File: config.mk
export PLATFORM = sky130hd
export DESIGN_NAME = ata_lba48_command_issuer_flat
export DESIGN_NICKNAME = d
export VERILOG_FILES = /design/src/rtl/ata48_pkg.sv /design/src/rtl/ata48_req_if.sv /design/src/rtl/ata48_wr_if.sv /design/src/rtl/ata48_cfg_if.sv /design/src/rtl/ata48_queue.sv /design/src/rtl/ata48_front.sv /design/src/rtl/ata48_back.sv /design/src/rtl/ata_lba48_command_issuer.sv /design/src/flat_wrapper.sv
export VERILOG_INCLUDE_DIRS = /design/src /design/src/rtl
export SDC_FILE = /design/constraint.sdc
export NUM_CORES = 1
export LEC_CHECK = 0
export BUFFER_PORTS_ARGS = -buffer_cell sky130_fd_sc_hd__clkbuf_2
export CAP_MARGIN = 15
export CORE_UTILIZATION = 30
export DETAILED_ROUTE_END_ITERATION = 7
export GPL_TIMING_DRIVEN = 0
export HOLD_SLACK_MARGIN = 0.08
export MAX_ROUTING_LAYER = met4
export SYNTH_ARGS = -nofsm -noshare
export SYNTH_HDL_FRONTEND = slang
export SYNTH_HIERARCHICAL = 1
export SYNTH_SLANG_ARGS = --single-unit
File: constraint.sdc
create_clock -name clk -period 6.7 [get_ports clk]
set_clock_uncertainty 0.1 [all_clocks]
set_input_delay 1.34 -clock clk [delete_from_list [all_inputs] [get_ports clk]]
set_output_delay 1.34 -clock clk [all_outputs]
set_load 0.01 [all_outputs]
File: src/rtl/assert_macros.svh
`ifndef ASSERT_MACROS_SVH
`define ASSERT_MACROS_SVH

// antecedent in the same cycle implies the consequent
`define ASSERT_IMPLIES(label, clk, rst_n, ante, cons) \
	label: assert property (@(posedge clk) disable iff (!(rst_n)) (ante) |-> (cons)) \
		else $error("assertion failed");

// antecedent implies the consequent in the next cycle
`define ASSERT_NEXT(label, clk, rst_n, ante, cons) \
	label: assert property (@(posedge clk) disable iff (!(rst_n)) (ante) |=> (cons)) \
		else $error("assertion failed");

`endif

File: src/rtl/ata48_pkg.sv
package ata48_pkg;

	// field widths
	localparam int BYTES_W = 25;
	localparam int LBA_W = 48;
	localparam int PORT_W = 16;
	localparam int DATA_W = 8;
	localparam int CFG_INDEX_W = 2;

	// sector size, a power of two
	localparam int SECTOR_BYTES = 512;
	localparam int SECTOR_SHIFT = $clog2(SECTOR_BYTES);
	localparam int COUNT_W = 16;

	// queue between front and back
	localparam int QUEUE_DEPTH = 2;
	localparam int QPTR_W = $clog2(QUEUE_DEPTH);
	localparam int QCNT_W = $clog2(QUEUE_DEPTH + 1);

	// configuration register indexes
	localparam logic [CFG_INDEX_W-1:0] REG_PRIMARY_BASE = 2'd0;
	localparam logic [CFG_INDEX_W-1:0] REG_SECONDARY_BASE = 2'd1;

	localparam logic [PORT_W-1:0] PRIMARY_BASE_RST = 16'h01f0;
	localparam logic [PORT_W-1:0] SECONDARY_BASE_RST = 16'h0170;

	// task-file bytes
	localparam logic [DATA_W-1:0] CMD_READ_EXT = 8'h24;
	localparam logic [DATA_W-1:0] CMD_WRITE_EXT = 8'h34;
	localparam logic [DATA_W-1:0] DEVSEL_BASE = 8'he0;
	localparam logic [1:0] NO_DRIVE = 2'd3;

	// task-file register offsets
	localparam logic [2:0] OFS_COUNT = 3'd2;
	localparam logic [2:0] OFS_LBA_LO = 3'd3;
	localparam logic [2:0] OFS_LBA_MID = 3'd4;
	localparam logic [2:0] OFS_LBA_HI = 3'd5;
	localparam logic [2:0] OFS_DEVICE = 3'd6;
	localparam logic [2:0] OFS_COMMAND = 3'd7;

	// write sequence steps
	typedef enum logic [3:0] {
		STEP_DEVSEL,
		STEP_CNT_HI,
		STEP_LBA3,
		STEP_LBA4,
		STEP_LBA5,
		STEP_CNT_LO,
		STEP_LBA0,
		STEP_LBA1,
		STEP_LBA2,
		STEP_CMD
	} step_t;

	// classified command held in the queue
	typedef struct packed {
		logic [PORT_W-1:0] base;
		logic [DATA_W-1:0] cmd;
		logic slave;
		logic need_sel;
		logic [COUNT_W-1:0] count;
		logic [LBA_W-1:0] lba;
		logic [BYTES_W-1:0] xfer;
	} cmd_entry_t;

	// queue status seen by both sides
	typedef struct packed {
		logic full;
		logic empty;
	} q_status_t;

endpackage

File: src/rtl/ata48_req_if.sv
interface ata48_req_if import ata48_pkg::*; ();
	logic valid;
	logic ready;
	logic action;
	logic channel;
	logic drive_slave;
	logic [LBA_W-1:0] lba;
	logic [BYTES_W-1:0] byte_count;

	modport source (output valid, action, channel, drive_slave, lba, byte_count, input ready);
	modport sink (input valid, action, channel, drive_slave, lba, byte_count, output ready);
endinterface

File: src/rtl/ata48_wr_if.sv
interface ata48_wr_if import ata48_pkg::*; ();
	logic valid;
	logic ready;
	logic [PORT_W-1:0] port_address;
	logic [DATA_W-1:0] data_byte;
	logic [BYTES_W-1:0] transfer_bytes;
	logic last;

	modport source (output valid, port_address, data_byte, transfer_bytes, last, input ready);
	modport sink (input valid, port_address, data_byte, transfer_bytes, last, output ready);
endinterface

File: src/rtl/ata48_cfg_if.sv
interface ata48_cfg_if import ata48_pkg::*; ();
	logic valid;
	logic ready;
	logic [CFG_INDEX_W-1:0] index;
	logic [PORT_W-1:0] data;

	modport source (output valid, index, data, input ready);
	modport sink (input valid, index, data, output ready);
endinterface

File: src/rtl/ata48_queue.sv
module ata48_queue import ata48_pkg::*; (
	input logic clk,
	input logic arst_n,
	input logic push,
	input cmd_entry_t push_entry,
	input logic pop,
	output cmd_entry_t head,
	output q_status_t status
);

	cmd_entry_t entry_q [QUEUE_DEPTH];
	logic [QPTR_W-1:0] wr_ptr_q;
	logic [QPTR_W-1:0] rd_ptr_q;
	logic [QCNT_W-1:0] cnt_q;

	// entry storage
	always_ff @(posedge clk) begin
		if (push) begin
			entry_q[wr_ptr_q] <= push_entry;
		end
	end

	// pointers and fill count
	always_ff @(posedge clk or negedge arst_n) begin
		if (!arst_n) begin
			wr_ptr_q <= '0;
			rd_ptr_q <= '0;
			cnt_q <= '0;
		end else begin
			if (push) begin
				wr_ptr_q <= (wr_ptr_q == QPTR_W'(QUEUE_DEPTH - 1)) ? '0 : wr_ptr_q + 1'b1;
			end
			if (pop) begin
				rd_ptr_q <= (rd_ptr_q == QPTR_W'(QUEUE_DEPTH - 1)) ? '0 : rd_ptr_q + 1'b1;
			end
			if (push && !pop) begin
				cnt_q <= cnt_q + 1'b1;
			end else if (pop && !push) begin
				cnt_q <= cnt_q - 1'b1;
			end
		end
	end

	assign head = entry_q[rd_ptr_q];
	assign status.full = (cnt_q == QCNT_W'(QUEUE_DEPTH));
	assign status.empty = (cnt_q == '0);

endmodule

File: src/rtl/ata48_front.sv
module ata48_front import ata48_pkg::*; (
	input logic clk,
	input logic arst_n,
	ata48_req_if.sink req,
	ata48_cfg_if.sink cfg,
	input q_status_t q_status,
	output logic push,
	output cmd_entry_t push_entry
);

	logic [PORT_W-1:0] primary_base_q;
	logic [PORT_W-1:0] secondary_base_q;
	logic [1:0] sel_q [2];
	logic accept;
	logic [COUNT_W-1:0] count;
	logic need_sel;

	// configuration writes are always taken
	assign cfg.ready = 1'b1;

	always_ff @(posedge clk or negedge arst_n) begin
		if (!arst_n) begin
			primary_base_q <= PRIMARY_BASE_RST;
			secondary_base_q <= SECONDARY_BASE_RST;
		end else if (cfg.valid) begin
			unique case (cfg.index)
				REG_PRIMARY_BASE: primary_base_q <= cfg.data;
				REG_SECONDARY_BASE: secondary_base_q <= cfg.data;
				default: ;
			endcase
		end
	end

	// classify the request
	assign req.ready = !q_status.full;
	assign accept = req.valid && req.ready;
	assign count = COUNT_W'(req.byte_count >> SECTOR_SHIFT);
	assign need_sel = (sel_q[req.channel] != {1'b0, req.drive_slave});
	assign push = accept && (count != '0);

	always_comb begin
		push_entry.base = req.channel ? secondary_base_q : primary_base_q;
		push_entry.cmd = req.action ? CMD_WRITE_EXT : CMD_READ_EXT;
		push_entry.slave = req.drive_slave;
		push_entry.need_sel = need_sel;
		push_entry.count = count;
		push_entry.lba = req.lba;
		push_entry.xfer = req.byte_count & ~BYTES_W'(SECTOR_BYTES - 1);
	end

	// drive selected on each channel
	always_ff @(posedge clk or negedge arst_n) begin
		if (!arst_n) begin
			sel_q[0] <= NO_DRIVE;
			sel_q[1] <= NO_DRIVE;
		end else if (push) begin
			sel_q[req.channel] <= {1'b0, req.drive_slave};
		end
	end

endmodule

File: src/rtl/ata48_back.sv
module ata48_back import ata48_pkg::*; (
	input logic clk,
	input logic arst_n,
	input cmd_entry_t head,
	input q_status_t q_status,
	output logic pop,
	ata48_wr_if.source wr
);

	step_t step_q;
	step_t step_d;
	step_t cur_step;
	logic in_prog_q;
	logic in_prog_d;
	logic load;
	logic [2:0] offset;
	logic [DATA_W-1:0] data;
	logic [PORT_W-1:0] port_q;
	logic [DATA_W-1:0] data_q;
	logic [BYTES_W-1:0] xfer_q;
	logic last_q;
	logic valid_q;

	// step of the write about to be loaded
	assign cur_step = in_prog_q ? step_q : (head.need_sel ? STEP_DEVSEL : STEP_CNT_HI);
	assign load = !q_status.empty && (!valid_q || wr.ready);
	assign pop = load && (cur_step == STEP_CMD);

	// next step
	always_comb begin
		step_d = step_q;
		in_prog_d = in_prog_q;
		if (load) begin
			in_prog_d = (cur_step != STEP_CMD);
			unique case (cur_step)
				STEP_DEVSEL: step_d = STEP_CNT_HI;
				STEP_CNT_HI: step_d = STEP_LBA3;
				STEP_LBA3: step_d = STEP_LBA4;
				STEP_LBA4: step_d = STEP_LBA5;
				STEP_LBA5: step_d = STEP_CNT_LO;
				STEP_CNT_LO: step_d = STEP_LBA0;
				STEP_LBA0: step_d = STEP_LBA1;
				STEP_LBA1: step_d = STEP_LBA2;
				STEP_LBA2: step_d = STEP_CMD;
				STEP_CMD: step_d = STEP_DEVSEL;
				default: step_d = STEP_DEVSEL;
			endcase
		end
	end

	// register and byte for the current step
	always_comb begin
		unique case (cur_step)
			STEP_DEVSEL: begin
				offset = OFS_DEVICE;
				data = DEVSEL_BASE | {3'b000, head.slave, 4'b0000};
			end
			STEP_CNT_HI: begin
				offset = OFS_COUNT;
				data = head.count[15:8];
			end
			STEP_LBA3: begin
				offset = OFS_LBA_LO;
				data = head.lba[31:24];
			end
			STEP_LBA4: begin
				offset = OFS_LBA_MID;
				data = head.lba[39:32];
			end
			STEP_LBA5: begin
				offset = OFS_LBA_HI;
				data = head.lba[47:40];
			end
			STEP_CNT_LO: begin
				offset = OFS_COUNT;
				data = head.count[7:0];
			end
			STEP_LBA0: begin
				offset = OFS_LBA_LO;
				data = head.lba[7:0];
			end
			STEP_LBA1: begin
				offset = OFS_LBA_MID;
				data = head.lba[15:8];
			end
			STEP_LBA2: begin
				offset = OFS_LBA_HI;
				data = head.lba[23:16];
			end
			STEP_CMD: begin
				offset = OFS_COMMAND;
				data = head.cmd;
			end
			default: begin
				offset = OFS_COMMAND;
				data = head.cmd;
			end
		endcase
	end

	// sequencer state
	always_ff @(posedge clk or negedge arst_n) begin
		if (!arst_n) begin
			step_q <= STEP_DEVSEL;
			in_prog_q <= 1'b0;
			valid_q <= 1'b0;
		end else begin
			step_q <= step_d;
			in_prog_q <= in_prog_d;
			if (load) begin
				valid_q <= 1'b1;
			end else if (wr.ready) begin
				valid_q <= 1'b0;
			end
		end
	end

	// output register
	always_ff @(posedge clk) begin
		if (load) begin
			port_q <= head.base + PORT_W'(offset);
			data_q <= data;
			xfer_q <= head.xfer;
			last_q <= (cur_step == STEP_CMD);
		end
	end

	assign wr.valid = valid_q;
	assign wr.port_address = port_q;
	assign wr.data_byte = data_q;
	assign wr.transfer_bytes = xfer_q;
	assign wr.last = last_q;

endmodule

File: src/rtl/ata_lba48_command_issuer.sv
// a request reaches its first register write via the queue and then the output register
// the back-end sequencer issues one task-file write per cycle while a command is queued and
// the write side is ready: a device select only when the drive changes, then count, LBA, command
// requests of zero whole sectors are taken and give no writes
// reset: bases return to 0x1f0 and 0x170, no drive selected, queue and output empty
module ata_lba48_command_issuer import ata48_pkg::*; (
	input logic clk,
	input logic arst_n,
	ata48_req_if.sink req,
	ata48_cfg_if.sink cfg,
	ata48_wr_if.source wr
);

`include "assert_macros.svh"

	logic push;
	logic pop;
	cmd_entry_t push_entry;
	cmd_entry_t head;
	q_status_t q_status;
	logic wr_cmd_byte;
	logic wr_whole_xfer;

	// request classification
	ata48_front u_front (
		.clk(clk),
		.arst_n(arst_n),
		.req(req),
		.cfg(cfg),
		.q_status(q_status),
		.push(push),
		.push_entry(push_entry)
	);

	// command queue
	ata48_queue u_queue (
		.clk(clk),
		.arst_n(arst_n),
		.push(push),
		.push_entry(push_entry),
		.pop(pop),
		.head(head),
		.status(q_status)
	);

	// write sequencer
	ata48_back u_back (
		.clk(clk),
		.arst_n(arst_n),
		.head(head),
		.q_status(q_status),
		.pop(pop),
		.wr(wr)
	);

	// terms used by the checks
	assign wr_cmd_byte = (wr.data_byte == CMD_READ_EXT) || (wr.data_byte == CMD_WRITE_EXT);
	assign wr_whole_xfer = (wr.transfer_bytes[SECTOR_SHIFT-1:0] == '0)
		&& (wr.transfer_bytes != '0);

	// checks
	`ASSERT_IMPLIES(a_no_push_full, clk, arst_n, push, !q_status.full)
	`ASSERT_IMPLIES(a_no_pop_empty, clk, arst_n, pop, !q_status.empty)
	`ASSERT_IMPLIES(a_last_is_cmd, clk, arst_n, wr.valid && wr.last, wr_cmd_byte)
	`ASSERT_IMPLIES(a_whole_sectors, clk, arst_n, wr.valid, wr_whole_xfer)
	`ASSERT_NEXT(a_pop_shows_last, clk, arst_n, pop, wr.valid && wr.last)

endmodule

File: src/flat_wrapper.sv
// flat-port wrapper written by rule: the top's interface ports become plain ports
module ata_lba48_command_issuer_flat import ata48_pkg::*;
  (clk, arst_n, req_valid, req_action, req_channel, req_drive_slave, req_lba, req_byte_count, req_ready, cfg_valid, cfg_index, cfg_data, cfg_ready, wr_valid, wr_port_address, wr_data_byte, wr_transfer_bytes, wr_last, wr_ready);
  ata48_req_if req_i ();
  ata48_cfg_if cfg_i ();
  ata48_wr_if wr_i ();
  input logic clk;
  input logic arst_n;
  input wire logic [$bits(req_i.valid)-1:0] req_valid;
  input wire logic [$bits(req_i.action)-1:0] req_action;
  input wire logic [$bits(req_i.channel)-1:0] req_channel;
  input wire logic [$bits(req_i.drive_slave)-1:0] req_drive_slave;
  input wire logic [$bits(req_i.lba)-1:0] req_lba;
  input wire logic [$bits(req_i.byte_count)-1:0] req_byte_count;
  output wire logic [$bits(req_i.ready)-1:0] req_ready;
  input wire logic [$bits(cfg_i.valid)-1:0] cfg_valid;
  input wire logic [$bits(cfg_i.index)-1:0] cfg_index;
  input wire logic [$bits(cfg_i.data)-1:0] cfg_data;
  output wire logic [$bits(cfg_i.ready)-1:0] cfg_ready;
  output wire logic [$bits(wr_i.valid)-1:0] wr_valid;
  output wire logic [$bits(wr_i.port_address)-1:0] wr_port_address;
  output wire logic [$bits(wr_i.data_byte)-1:0] wr_data_byte;
  output wire logic [$bits(wr_i.transfer_bytes)-1:0] wr_transfer_bytes;
  output wire logic [$bits(wr_i.last)-1:0] wr_last;
  input wire logic [$bits(wr_i.ready)-1:0] wr_ready;
  assign req_i.valid = req_valid;
  assign req_i.action = req_action;
  assign req_i.channel = req_channel;
  assign req_i.drive_slave = req_drive_slave;
  assign req_i.lba = req_lba;
  assign req_i.byte_count = req_byte_count;
  assign req_ready = req_i.ready;
  assign cfg_i.valid = cfg_valid;
  assign cfg_i.index = cfg_index;
  assign cfg_i.data = cfg_data;
  assign cfg_ready = cfg_i.ready;
  assign wr_valid = wr_i.valid;
  assign wr_port_address = wr_i.port_address;
  assign wr_data_byte = wr_i.data_byte;
  assign wr_transfer_bytes = wr_i.transfer_bytes;
  assign wr_last = wr_i.last;
  assign wr_i.ready = wr_ready;
  ata_lba48_command_issuer u_core (.clk(clk), .arst_n(arst_n), .req(req_i), .cfg(cfg_i), .wr(wr_i));
endmodule
### Word-level counts from Yosys, hierarchy flattened

Memory sizes are Yosys's and may differ from the RTL's. A register that Yosys moved wholly into a read port is not among the register bits.
Cells that the tools add are included.
Widths: inputs -> output; s select.

| cells by class | value |
|---|---|
| reductions and logical operators | 26 |
| $add $sub $neg | 5 |
| equal/unequal tests | 13 |
| $lt $le $gt $ge | 2 |
| muxes and demuxes | 20 |
| bitwise gates (word level) | 1 |

Operator list:

| kind | number |
|---|---|
| $pmux 8 s9 | 1 |
| $add 16x3->16 | 1 |
| $eq 4x3->1 const B | 4 |
| $mux 16 | 1 |
| $reduce_bool 16->1 | 1 |
| $pmux 3 s5 | 1 |
| $mux 2 | 6 |
| $eq 4x2->1 const B | 2 |
| $eq 4x4->1 const B | 2 |
| $reduce_or 2->1 | 4 |
| $logic_and 1x1->1 | 7 |
| $mux 1 | 7 |
| $logic_not 1->1 | 6 |
| $mux 5 | 1 |
| $bwmux 4 | 1 |
| $eq 4x1->1 const B | 1 |
| $logic_not 2->1 | 2 |
| $logic_not 4->1 | 1 |
| $mux 4 | 1 |
| $ne 4x4->1 const B | 1 |
| $reduce_and 2->1 | 2 |
| $reduce_bool 2->1 | 2 |
| $add 1x1->1 const B | 2 |
| $add 2x1->2 const B | 1 |
| other kinds (9) | 9 |

| storage, ports and cells | value |
|---|---|
| register bits after elaboration | 92 |
| memories | 2 |
| ROM bits | 64 |
| bits in writable memories | 206 |
| word-level logic and storage cells | 82 |
| bits of input ports | 99 |

Memory list:

| memory | depth | width | rd ports | clocked after Yosys merged registers in | wr ports | line | text |
|---|---|---|---|---|---|---|---|
| u_core.u_queue.entry_q | 2 | 103 | 1 | 0 | 1 | ata48_queue.sv:11 | `cmd_entry_t entry_q [QUEUE_DEPTH];` |
| (no name shown) | 16 | 4 | 1 | 1 | 0 | ata48_back.sv:35 | `unique case (cur_step)` |

### Depth between registers and ports, before layout

| depth | value |
|---|---|
| depth after elaboration | 8 |
| depth in mapped cells | 12 |
| depth with buffers taken out | 9 |

### Hierarchy

The synthesis kept the hierarchy.

Modules (own cells, without submodules):

| module | times used | sequential area each (um2) | cells an instance | area each (um2) |
|---|---|---|---|---|
| ata48_queue | 1 | 7006.7 | 374 | 8640.8 |
| ata48_back | 1 | 1651.6 | 251 | 3009.1 |
| ata48_front | 1 | 917.1 | 210 | 2442.3 |

### Least setup slack after synthesis

No wires, ideal clock.

| timing path | value |
|---|---|
| path type | input port to flip-flop |
| start | input port req_byte_count[13] |
| end | memory u_core/u_queue/entry_q[0][0] in the netlist's numbering, enable pin |
| arrival | 6792 ps |
| buffers on the path | 0 |
| required time | 5996 ps |
| setup time | 604 ps |
| stages on the path | 3 |
| slack | -796 ps |
| path through | nor4_2 -> a41oi_2 -> nor2b_1 |

| between the ends | value |
|---|---|
| longest elaborated chain between the ends | 4 |

Ends and longest elaborated chain:

| what | line | text |
|---|---|---|
| start: declaration | flat_wrapper.sv:14 | `input wire logic [$bits(req_i.byte_count)-1:0] req_byte_count;` |
| $reduce_bool 16->1 | ata48_front.sv:39 | `assign push = accept && (count != '0);` |
| $logic_and 1x1->1 | ata48_front.sv:39 |  |
| net u_core.push | ata_lba48_command_issuer.sv:16 | `logic push;` |
| $mux 1 | ata48_queue.sv:18 | `if (push) begin` |
| $mux 1 (not written as such) | ata48_queue.sv:19 | `entry_q[wr_ptr_q] <= push_entry;` |
| end: declaration | ata48_queue.sv:11 |  |

The timed path passes the listed nets, and every way through them passes these cells.

==> impl_metrics.yaml <==
outcome:
  outcome: "finished, final reports clean"
sta:
  rsz0062_at_grt: "false"
  relSlewSlack: 0.4661
  fmax_ghz: 0.2927
  setup_tns_ns: 0
  setup_violations: 0
  finalHoldViolations: 0
  maxSlewViolCount: 0
  tightest_slew_ns: 0.8008
  period_share: 0.5099
  layout_min_cycle_time_ns: 3.417
final_layout:
  fin_cells: 1629
  syn_to_final_growth_pct: 19.23
  drive_gt1_frac: 0.4784
  fin_nets: 1095
  fillers: 4401
  seqCellArea_mm2: 0.009575
  multi_input_comb_area_mm2: 0.003587
  final_area_mm2: 0.01680
floorplan:
  die_y_um: 218.7
  die_w_um: 218.7
  dieArea_mm2: 0.04785
  rows: 79
  design.portCount: 152
  core_mm2: 0.04646
  start_util: 0.3033
grt:
  grt_pass1_wl_um: 44730
  antenna_found_initial: 2
  grt_max_degree: 46
  grt.total_usage: 0.1313
  grt_overflow_total: 0
  grt_pass1_vias: 7441
worst_setup_path:
  r2r_slack_ns: 3.28
  worstSetupStartpointType: "flop"
  r2r-end: "u_core/u_back/wr.port_address[7]"
  rr_startpoint: "u_core/u_queue/rd_ptr_q"
  ff2ff_path_depth: 10
  cp.arrival_ns: 3.59
  worstSetupPathType: "flop to flop"
  crit_start: "u_core/u_queue/rd_ptr_q"
  end_kind: "flop"
  worstPathMaxFanout: 10
  crit_required_ns: 6.88
job:
  maxCapViolCount: 0
yosys:
  syn_area_mm2: 0.01409
  synth_edf_count: 280
  ys_seq_elements: 326
  synth_area_per_cell_um2: 16.88
  synth_most_common_cell: "edfxtp_1"
  synth_cell_types: 67
  synth_common_cells: "edfxtp_1, mux2_2, buf_4"
  synth_cells: 835
  synth_top_area_cell: "edfxtp_1"
  netlist.area_leader.share: 0.5966
  synth_warnings: 6
  ys_seq_area_frac: 0.6795
  synth_area_leaders: "edfxtp_1, mux2_2, dfrtp_1, buf_4, mux2_4"
  ys.flop_type: "edfxtp_1"
  async_flop_share: 0.1411
min_path:
  min_path_type: "flop to flop"
  whs_path_depth: 1
  min_from: "u_core/u_front/sel_q[1]"
  hold_end: "u_core/u_front/sel_q[1]"
clock_network:
  cts_setup_buffers: 0
  h-tree-depth: 2
  cts-root-buf: "clkbuf_16"
  cts_inserted_buffers: 37
  clk_latency_ns: 0.55
  cts_buffer_depth: 3
  cts.sinks: 326
  hold_buffers: 0
  cts_tree: "yes"
  cts.clk_slew.worst_paths_ns: 0.06
  cts_resized: 0
power_and_ir_drop:
  combPwrFrac: 0.309
  seqPwrFrac: 0.425
  clkPwrFrac: 0.267
  swShare: 0.3063
  irDropWorstVdd_v: 0.0001884
  power_density_mw_per_mm2: 429.0
  power.internal_mw: 5.000
  p_leak_nw: 6.289
  power_switching_mw: 2.208
placement:
  io_buffers: 92
  hpwl_um: 21410
  postPlaceCellArea_mm2: 0.01564
  dp_cells: 1559
  routabilityCongestion: 0.8988
route:
  first_iter_violations: 517
  antenna_left: 0
  remaining_drc_errors: 0
  firstDrtPassIters: 5
  drt_wl_total_um: 30020
  vias: 7172
  wl_per_cell_um: 18.43
  vias_per_cell: 4.403
==> power groups by stage <==
| stage | registers (mW) | logic (mW) | clock network, mW |
|---|---|---|---|
| CTS | 3.07 | 2.26 | 1.99 |
| floorplan | 3.18 | 1.36 | 0 |
| detailed placement | 3.11 | 2.25 | 0 |
| global placement | 3.17 | 2.11 | 0 |
| global route | 3.11 | 2.41 | 2.07 |
| finish | 3.06 | 2.22 | 1.92 |
==> cells by family after synthesis <==
logic type                 share of synthesized area
DFF                                           0.6795
muxes                                         0.1522
AOI/OAI and AO/OA                            0.03551
other                                      0.0005329
and+or+nand+nor                              0.04359
adders and majority gates                   0.004972
xor gates and xnor gates                     0.01305
buffers and inverters                        0.07067
==> placed cells by master, fill, tap and decap left out, types with 5 or more instances in the layout <==
cell type,instances
a21oi_1,11
a31oi_1,5
buf_16,8
buf_2,22
buf_4,101
buf_6,8
clkbuf_1,11
clkbuf_16,37
clkbuf_2,92
clkinv_1,9
conb_1,17
dfrtp_1,33
dfstp_2,13
edfxtp_1,280
mux2_2,130
mux2_4,41
nand2_1,13
nand2b_1,5
nand3_1,10
nand3b_1,7
nor2_1,19
nor2b_1,11
o21ai_0,9
xnor2_1,12
xor2_1,9
==> state kept, by name, indices dropped and copies added (netlist names) <==
register,flops
u_core/u_back/step_q,4
u_core/u_back/wr.port_address,16
u_core/u_back/wr.last,1
u_core/u_back/wr.data_byte,8
u_core/u_queue/rd_ptr_q,1
u_core/u_front/primary_base_q,16
u_core/u_queue/wr_ptr_q,1
u_core/u_back/in_prog_q,1
u_core/u_queue/cnt_q,2
u_core/u_front/sel_q,4
u_core/u_front/secondary_base_q,16
u_core/u_back/wr.valid,1
u_core/u_queue/entry_q,230
u_core/u_back/wr.transfer_bytes,25
==> final cells by class <==
cell class	count	area share
timing repair buffer	102	0.04289
clock buffer	44	0.05667
antenna	2	0.0002979
tap	607	0.04520
sequential	326	0.5699
inverter	5	0.001117
buffer	136	0.05816
clock inverter	24	0.01229
multi-input combinational	383	0.2135
==> stage by stage <==
step | worst slack [ns] | power [mW] | utilization | hold WS, ns
after global routing | 3.076 | 7.587 | 0.3617 | 0.3965
after global placement | -1.106 | 5.281 | 0.3309 | 0.3773
final | 3.283 | 7.208 | 0.3617 | 0.3906
after CTS | 3.288 | 7.316 | 0.3616 | 0.3939
after floorplan | 1.418 | 4.542 | - | 0.3563
after detailed placement | 2.949 | 5.352 | 0.3366 | 0.3851
==> critical path, cell delays in order, from the launching register on <==
cell and delay, ns:
dfrtp_1 0.34, buf_6 0.19, buf_2 0.31, mux2_2 0.44, nor2_1 0.22, a21oi_1 0.15, ha_1 0.39, nand2_1 0.08
o21ai_1 0.53, nand4_1 0.20, xnor2_1 0.19
==> worst max-delay path by stage <==
stage	endpoint	slack, ns	cells past startpoint
after global placement	u_core/u_queue/entry_q[0][30]	-1.11	4
after CTS	u_core/u_back/wr.port_address[7]	3.29	10
final	u_core/u_back/wr.port_address[7]	3.28	10
after floorplan	u_core/u_queue/entry_q[0][0]	1.42	3
after global routing	u_core/u_back/wr.port_address[7]	3.08	10
after detailed placement	u_core/u_queue/entry_q[1][31]	2.95	6
==> per-layer routing <==
layer	part of all wire	GRT usage	up-vias	routed length, µm
met5	0	-	-	0
met4	0.028	0.04954	0	852
met3	0.057	0.03006	53	1706
met2	0.49	0.2108	184	14630
met1	0.43	0.1606	3580	12840
li1	-	-	3355	-
No activity file was read; power rests on OpenSTA's default activity.
